**src/rtl/sccbm_pkg.sv**
```systemverilog
// ----------------------------------------------------------------------------
// sccbm_pkg
// Types and constants for the cartridge bank mapper with the sound register
// window.
// ----------------------------------------------------------------------------
package sccbm_pkg;

  localparam int REGIONS      = 4;
  localparam int MAX_SEGMENTS = 128;
  localparam int REGION_W     = $clog2(REGIONS);
  localparam int BANK_W       = 6;
  localparam int SEG_CNT_W    = 8;
  localparam int ADDR_W       = 16;
  localparam int DATA_W       = 8;
  localparam int MEM_ADDR_W   = 20;
  localparam int OFFSET_W     = 13;
  localparam int TARGET_W     = 2;
  localparam int CFG_INDEX_W  = 1;

  localparam logic [TARGET_W-1:0] TARGET_NONE   = 2'd0;
  localparam logic [TARGET_W-1:0] TARGET_SRAM   = 2'd1;
  localparam logic [TARGET_W-1:0] TARGET_SCC    = 2'd2;
  localparam logic [TARGET_W-1:0] TARGET_MAPPER = 2'd3;

  localparam logic [CFG_INDEX_W-1:0] CFG_SRAM_SEGMENTS = 1'd0;
  localparam logic [CFG_INDEX_W-1:0] CFG_SCC_ENABLE    = 1'd1;

  localparam logic [SEG_CNT_W-1:0] SEG_CNT_RESET = 8'd128;
  localparam logic [SEG_CNT_W-1:0] SEG_CNT_MAX   = 8'(MAX_SEGMENTS);
  localparam logic [BANK_W-1:0]    SCC_BANK      = 6'h3f;
  localparam logic [REGION_W-1:0]  SCC_REGION    = 2'd2;
  localparam logic [REGION_W-1:0]  UPPER_REGION  = 2'd0;

  localparam logic [4:0]  AREA_SCC      = 5'h13;
  localparam logic [4:0]  AREA_BANK0    = 5'h0a;
  localparam logic [4:0]  AREA_BANK1    = 5'h0e;
  localparam logic [4:0]  AREA_BANK2    = 5'h12;
  localparam logic [4:0]  AREA_BANK3    = 5'h16;
  localparam logic [10:0] FOLD_MASK_ROW = 11'h4c4;
  localparam logic [10:0] FOLD_FIX_ROW  = 11'h4c7;
  localparam logic [OFFSET_W-1:0] FOLD_MASK  = 13'h1fef;
  localparam logic [OFFSET_W-1:0] FOLD_FIXED = 13'h18e0;

  typedef logic [REGIONS-1:0][BANK_W-1:0] bank_array_t;

  localparam bank_array_t BANK_RESET = {6'd3, 6'd2, 6'd1, 6'd0};

  typedef struct packed {
    logic                bank_we;
    logic [REGION_W-1:0] bank_idx;
    logic [BANK_W-1:0]   bank_val;
    logic                flag_we;
    logic                upper;
    logic                sram_wm;
  } state_update_t;

  typedef struct packed {
    logic [TARGET_W-1:0]   target;
    logic [MEM_ADDR_W-1:0] mem_addr;
    logic [OFFSET_W-1:0]   scc_offset;
    logic                  is_write;
    logic [DATA_W-1:0]     write_byte;
  } result_t;

endpackage

```
**src/rtl/scc_sram_bank_mapper_top.sv**
```systemverilog
// ----------------------------------------------------------------------------
// scc_sram_bank_mapper_top
// Cartridge bank mapper: decodes one bus access per cycle, when not stalled,
// into an SRAM, sound register or mapper register transfer, or none.
//
//   channel  | handshake                | payload
//   ---------+--------------------------+-----------------------------------
//   input    | in_valid / in_stall      | req_type, bus_addr, bus_wdata
//   output   | out_valid / out_stall    | target, mem_addr, scc_offset,
//            |                          | is_write, write_byte
//   config   | cfg_write                | cfg_index, cfg_data
//
// Each access passes through one input register, then decode and bank
// update into the result register. A new access is taken every cycle
// while in_stall is low. Bank and flag state change when the access
// leaves the input register, so accesses see updates strictly in order.
// Reset is synchronous and restores banks 0..3, clears the flags and sets
// 128 segments with the sound window enabled. in_stall rises only when both
// registers are full and the output is stalled.
// ----------------------------------------------------------------------------
module scc_sram_bank_mapper_top (
  input  logic                              clk,
  input  logic                              rst,
  input  logic                              cfg_write,
  input  logic [sccbm_pkg::CFG_INDEX_W-1:0] cfg_index,
  input  logic [sccbm_pkg::SEG_CNT_W-1:0]   cfg_data,
  input  logic                              in_valid,
  output logic                              in_stall,
  input  logic                              req_type,
  input  logic [sccbm_pkg::ADDR_W-1:0]      bus_addr,
  input  logic [sccbm_pkg::DATA_W-1:0]      bus_wdata,
  output logic                              out_valid,
  input  logic                              out_stall,
  output logic [sccbm_pkg::TARGET_W-1:0]    target,
  output logic [sccbm_pkg::MEM_ADDR_W-1:0]  mem_addr,
  output logic [sccbm_pkg::OFFSET_W-1:0]    scc_offset,
  output logic                              is_write,
  output logic [sccbm_pkg::DATA_W-1:0]      write_byte
);
  import sccbm_pkg::*;

  logic [SEG_CNT_W-1:0] sram_segments;
  logic                 scc_enable;
  logic                 s1_valid;
  logic                 s1_req_type;
  logic [ADDR_W-1:0]    s1_addr;
  logic [DATA_W-1:0]    s1_data;
  logic                 out_free;
  logic                 s1_advance;
  bank_array_t          banks;
  logic                 upper;
  logic                 sram_wm;
  result_t              res;
  state_update_t        upd;
  state_update_t        upd_gated;

  assign out_free   = !out_valid || !out_stall;
  assign s1_advance = s1_valid && out_free;
  assign in_stall   = s1_valid && !out_free;

  always_ff @(posedge clk) begin
    if (rst) begin
      sram_segments <= SEG_CNT_RESET;
      scc_enable    <= 1'b1;
    end else if (cfg_write) begin
      unique case (cfg_index)
        CFG_SRAM_SEGMENTS: sram_segments <= cfg_data;
        CFG_SCC_ENABLE:    scc_enable    <= cfg_data[0];
        default:           ;
      endcase
    end
  end

  // input register
  always_ff @(posedge clk) begin
    if (rst) begin
      s1_valid <= 1'b0;
    end else if (!in_stall) begin
      s1_valid <= in_valid;
    end
  end

  always_ff @(posedge clk) begin
    if (in_valid && !in_stall) begin
      s1_req_type <= req_type;
      s1_addr     <= bus_addr;
      s1_data     <= bus_wdata;
    end
  end

  sccbm_decode u_decode (
    .req_type      (s1_req_type),
    .bus_addr      (s1_addr),
    .bus_wdata     (s1_data),
    .banks         (banks),
    .upper         (upper),
    .sram_wm       (sram_wm),
    .sram_segments (sram_segments),
    .scc_enable    (scc_enable),
    .res           (res),
    .upd           (upd)
  );

  always_comb begin
    upd_gated         = upd;
    upd_gated.bank_we = upd.bank_we && s1_advance;
    upd_gated.flag_we = upd.flag_we && s1_advance;
  end

  sccbm_bank_regs u_bank_regs (
    .clk     (clk),
    .rst     (rst),
    .upd     (upd_gated),
    .banks   (banks),
    .upper   (upper),
    .sram_wm (sram_wm)
  );

  // result register
  always_ff @(posedge clk) begin
    if (rst) begin
      out_valid <= 1'b0;
    end else if (out_free) begin
      out_valid <= s1_valid;
    end
  end

  always_ff @(posedge clk) begin
    if (s1_advance) begin
      target     <= res.target;
      mem_addr   <= res.mem_addr;
      scc_offset <= res.scc_offset;
      is_write   <= res.is_write;
      write_byte <= res.write_byte;
    end
  end

endmodule

```
**src/rtl/sccbm_bank_regs.sv**
```systemverilog
// ----------------------------------------------------------------------------
// sccbm_bank_regs
// Bank number registers and the upper-half and SRAM-write flags.
// ----------------------------------------------------------------------------
module sccbm_bank_regs (
  input  logic                    clk,
  input  logic                    rst,
  input  sccbm_pkg::state_update_t upd,
  output sccbm_pkg::bank_array_t  banks,
  output logic                    upper,
  output logic                    sram_wm
);
  import sccbm_pkg::*;

  always_ff @(posedge clk) begin
    if (rst) begin
      banks   <= BANK_RESET;
      upper   <= 1'b0;
      sram_wm <= 1'b0;
    end else begin
      if (upd.bank_we) begin
        banks[upd.bank_idx] <= upd.bank_val;
      end
      if (upd.flag_we) begin
        upper   <= upd.upper;
        sram_wm <= upd.sram_wm;
      end
    end
  end

endmodule

```
**src/rtl/sccbm_decode.sv**
```systemverilog
// ----------------------------------------------------------------------------
// sccbm_decode
// Access decode: target, SRAM address, sound register offset and the
// mapper state update for one bus access.
// ----------------------------------------------------------------------------
module sccbm_decode (
  input  logic                          req_type,
  input  logic [sccbm_pkg::ADDR_W-1:0]  bus_addr,
  input  logic [sccbm_pkg::DATA_W-1:0]  bus_wdata,
  input  sccbm_pkg::bank_array_t        banks,
  input  logic                          upper,
  input  logic                          sram_wm,
  input  logic [sccbm_pkg::SEG_CNT_W-1:0] sram_segments,
  input  logic                          scc_enable,
  output sccbm_pkg::result_t            res,
  output sccbm_pkg::state_update_t      upd
);
  import sccbm_pkg::*;

  logic [REGION_W-1:0]  region;
  logic [BANK_W-1:0]    seg;
  logic [SEG_CNT_W-1:0] count;
  logic                 in_range;
  logic                 is_scc_map;
  logic                 seg_present;
  logic                 upper_add;
  logic [MEM_ADDR_W-1:0] sram_addr;
  logic [4:0]           area;
  logic                 flag_hit;
  logic                 bank_hit;
  logic [OFFSET_W-1:0]  low_off;
  logic [OFFSET_W-1:0]  fold_off;

  assign region      = {~bus_addr[14], bus_addr[13]};
  assign seg         = banks[region];
  assign count       = (sram_segments > SEG_CNT_MAX) ? SEG_CNT_MAX : sram_segments;
  assign in_range    = (bus_addr[15:14] == 2'b01) || (bus_addr[15:14] == 2'b10);
  assign is_scc_map  = (region == SCC_REGION) && (seg == SCC_BANK);
  assign seg_present = {2'b00, seg} < count;
  assign upper_add   = (region == UPPER_REGION) && upper && (count == SEG_CNT_MAX);
  assign low_off     = bus_addr[OFFSET_W-1:0];
  assign sram_addr   = {upper_add, seg, low_off};
  assign area        = bus_addr[15:11];
  assign flag_hit    = &bus_addr[14:1];
  assign bank_hit    = (area == AREA_BANK0) || (area == AREA_BANK1) ||
                       (area == AREA_BANK2) || (area == AREA_BANK3);

  always_comb begin
    priority if (bus_addr[15:5] == FOLD_MASK_ROW) begin
      fold_off = low_off & FOLD_MASK;
    end else if (bus_addr[15:5] == FOLD_FIX_ROW) begin
      fold_off = FOLD_FIXED;
    end else begin
      fold_off = low_off;
    end
  end

  always_comb begin
    res          = '0;
    upd          = '0;
    upd.bank_idx = region;
    upd.bank_val = bus_wdata[BANK_W-1:0];
    upd.upper    = bus_wdata[6];
    upd.sram_wm  = bus_wdata[4];
    if (in_range) begin
      priority if (!req_type) begin
        if (is_scc_map) begin
          res.target     = TARGET_SCC;
          res.scc_offset = low_off;
        end else if (seg_present) begin
          res.target   = TARGET_SRAM;
          res.mem_addr = sram_addr;
        end
      end else if (flag_hit) begin
        upd.flag_we    = 1'b1;
        res.target     = TARGET_MAPPER;
        res.is_write   = 1'b1;
        res.write_byte = bus_wdata;
      end else if (sram_wm && !bus_addr[15]) begin
        if (seg_present) begin
          res.target     = TARGET_SRAM;
          res.mem_addr   = sram_addr;
          res.is_write   = 1'b1;
          res.write_byte = bus_wdata;
        end
      end else if (bank_hit) begin
        upd.bank_we    = 1'b1;
        res.target     = TARGET_MAPPER;
        res.is_write   = 1'b1;
        res.write_byte = bus_wdata;
      end else if (area == AREA_SCC) begin
        if ((banks[SCC_REGION] == SCC_BANK) && scc_enable) begin
          res.target     = TARGET_SCC;
          res.scc_offset = fold_off;
          res.is_write   = 1'b1;
          res.write_byte = bus_wdata;
        end
      end else begin
        res.target = TARGET_NONE;
      end
    end
  end

endmodule

```
**config.mk**
```make
export PLATFORM = sky130hd
export DESIGN_NAME = scc_sram_bank_mapper_top
export DESIGN_NICKNAME = d
export VERILOG_FILES = /design/src/rtl/sccbm_pkg.sv /design/src/rtl/scc_sram_bank_mapper_top.sv /design/src/rtl/sccbm_bank_regs.sv /design/src/rtl/sccbm_decode.sv
export SDC_FILE = /design/constraint.sdc
export NUM_CORES = 1
export LEC_CHECK = 0
export ABC_CLOCK_PERIOD_IN_PS = 7000
export CAP_MARGIN = 15
export CORE_ASPECT_RATIO = 0.5
export CORE_UTILIZATION = 43
export DETAILED_ROUTE_END_ITERATION = 10
export DONT_BUFFER_PORTS = 1
export SYNTH_ARGS = -nofsm -noshare
export SYNTH_HDL_FRONTEND = slang
export SYNTH_SLANG_ARGS = --single-unit
```
**constraint.sdc**
```tcl
create_clock -name clk -period 7 [get_ports clk]
set_input_delay 1.75 -clock clk [delete_from_list [all_inputs] [get_ports clk]]
set_output_delay 1.75 -clock clk [all_outputs]
set_load 0.02 [all_outputs]
```
==> impl_metrics.tcl <==
set metrics [dict create \
    p_comb_share_pct 3.6 \
    post-cts-setup-buffers 0 \
    clockBufferDepth 2 \
    die_w_um 145.0 \
    synth_ff_type "edfxtp_1" \
    timing.setup.tns_ns 0 \
    p_clk_share_pct 38.8 \
    grtUsageTotal_pct 17.39 \
    hpwlAfterDp_mm 6.142 \
    synth_edf_count 69 \
    grt_pass1_wl_mm 13.45 \
    rsz0062_at_grt "false" \
    dp.cells 463 \
    syn2layout_area_growth_pct 9.365 \
    cp-start-kind "input pin" \
    synth_cell_types 49 \
    p_int_uw 987.7 \
    cts_hold_repair.buffers 0 \
    num_vias 2516 \
    vdd_ir_drop_max_uv 136.0 \
    ctsRootBufferMaster "clkbuf_16" \
    slew_headroom_pct 38.36 \
    routed_wl_mm 8.655 \
    drtIter0Drc 163 \
    path_buf_inv 0 \
    portBuffers 0 \
    finalPower_mw 1.273 \
    grt_max_degree 47 \
    syn_area_mm2 0.004395 \
    antenna_found_initial 0 \
    crit_fanout 3 \
    nNetsFinal 383 \
    postCtsResizedCells 0 \
    setup_slack_ns 3.178 \
    antenna_left 0 \
    status "finished, final reports clean" \
    slowest_stage "and3_1" \
    grt_pass1_vias 2420 \
    power_frac_seq_pct 57.6 \
    slew_violations 0 \
    finalSetupViolCount 0 \
    pin_count 85 \
    syn_inst 339 \
    core_area_mm2 0.009697 \
    ys_ff_latch 106 \
    cts_sinks 106 \
    layout.cells.non_filler 479 \
    cp_top_family "simple AND/OR/NAND/NOR gates" \
    post-route-min-period_ns 3.822 \
    critical_path.cell_chain "and3_1" \
    drcViolationCount 0 \
    routed_via_density 5.253 \
    dieArea_mm2 0.01065 \
    synth_area_per_cell_um2 12.97 \
    htree_levels 3 \
    yosysWarningCount 0 \
    min_path_type "reg -> reg" \
    fmax_mhz 261.6 \
    worstMarginPinSlew_ns 0.9246 \
    cellPowerDensity_mw_per_mm2 264.7 \
    ys_seq_area_share_pct 63.99 \
    cp_data_arrival_time_ns 2.07 \
    wire_per_inst_um 18.07 \
    cts_tree "built" \
    gp_congestion 0.8082 \
    power.static_leakage_nw 1.557 \
    switching_share_pct 22.39 \
    fin_crit_sh_pct 54.60 \
    fp-row-count 25 \
    chipHeight_um 73.49 \
    finalClockSkew_ns 0.005259 \
    numCtsBuffers 9 \
    diodes 0 \
    clkSlewWorstSetupHoldPaths_ns 0.07 \
    critical_path_required_ns 5.25 \
    drt_pass1_iterations 4 \
    async_flop_share_pct 0 \
    cp_slowest_stage_delay_ns 0.32 \
    critical_path_class "in -> out" \
    final_layout_size_suffix_gt1_share_pct 10.47 \
    synthesis.nets 383 \
    place_ws_ns 3.128 \
    clk_latency_ns 0.34 \
    start_util_pct 45.33 \
    maxCapViolations 0 \
    end_kind "primary output" \
    final_hold_viol_count 0 \
    gr-total-overflow 0 \
    p_switching_uw 285.0 \
]
[path summary, 6_finish.rpt]
check	from	end	slack (ns)	cells after the start
max reg2reg	s1_addr[13]	write_byte[5]	3.30	7
min	sram_segments[4]	sram_segments[4]	0.45	2
min reg2reg	sram_segments[4]	sram_segments[4]	0.45	2
max	out_stall	in_stall	3.18	1
[cells in the mapped netlist, types with 2 or more instances]
master	number	area, um^2
xnor2_1	2	17.52
a21boi_0	2	15.01
edfxtp_1	69	2072
buf_2	2	10.01
and2_1	27	168.9
ha_1	5	62.56
and3_1	3	18.77
a21oi_1	13	65.06
clkbuf_1	7	26.28
dfxtp_1	37	740.7
inv_1	2	7.510
mux4_2	5	112.6
nand3_1	4	20.02
nand4_1	4	25.02
o21ai_0	3	15.01
nor2_1	37	138.9
a211o_1	4	35.03
nor3_2	2	20.02
nor2b_1	13	81.33
nor4_1	5	31.28
nand2_1	38	142.6
mux2i_1	23	230.2
nand2b_1	2	12.51
buf_6	4	45.04
nor3_1	2	10.01
[per-layer routing]
metal | vias to the layer above | share of wire, % | global-route usage [%]
met5 | - | 0 | 0
met4 | 0 | 1.2 | 5.319
met3 | 12 | 5.7 | 5.155
met2 | 82 | 46 | 26.87
met1 | 1197 | 47 | 23.84
li1 | 1225 | - | -
[power groups by stage]
stage | Clock [mW] | Sequential (mW) | Combinational, mW
2_1_floorplan | 0 | 0.735 | 0.0460
3_3_place_gp | 0 | 0.746 | 0.0455
3_5_place_dp | 0 | 0.747 | 0.0470
4_1_cts | 0.508 | 0.733 | 0.0472
5_1_grt | 0.530 | 0.736 | 0.0518
6_report | 0.494 | 0.733 | 0.0463
[logic make-up (layout without fill, tap and decap cells)]
group           count (synthesis)  in the layout  synth area share [%]
fa+ha+maj                       5              5                 1.423
mux                            29             29                 8.056
compound gates                 33             33                 5.807
flops                         106            106                 63.99
xor+xnor                        3              3                0.7687
simple gates                  148            148                 17.93
buf+inv                        15             20                 2.021
[area by class of cell]
| class | count | area (um^2) |
|---|---|---|
| multi-input cells | 218 | 1508 |
| inverters | 2 | 7.507 |
| repair buffers | 2 | 15.01 |
| clock buffers | 9 | 225.2 |
| flip-flops and latches | 106 | 2813 |
| fillers | 872 | 4890 |
| well taps | 135 | 168.9 |
| clock inverters | 7 | 70.07 |
[metrics by stage]
stage	area, um^2	hold WS [ns]	utilization, %
6_report	4807	0.4541	49.57
3_3_place_gp	4512	0.4402	46.53
4_1_cts	4807	0.4569	49.57
5_1_grt	4807	0.4851	49.57
3_5_place_dp	4512	0.4473	46.53
2_1_floorplan	4395	0.4366	-
[placed cells by master, fill, tap and decap left out, types with 9 or more instances in the layout]
cell type / count
clkbuf_16: 9
mux2i_1: 23
dfxtp_1: 37
a21oi_1: 13
nand2_1: 38
nor2_1: 37
and2_1: 27
edfxtp_1: 69
nor2b_1: 12
[sequential cells by signal, indices dropped and copies added (netlist names)]
register	count
scc_enable	1
s1_req_type	1
scc_offset	13
write_byte	8
s1_data	8
s1_valid	1
u_bank_regs.banks	24
mem_addr	20
u_bank_regs.upper	1
sram_segments	8
s1_addr	16
out_valid	1
target	2
is_write	1
u_bank_regs.sram_wm	1
Note: power is estimated with default switching activity, not from simulation.
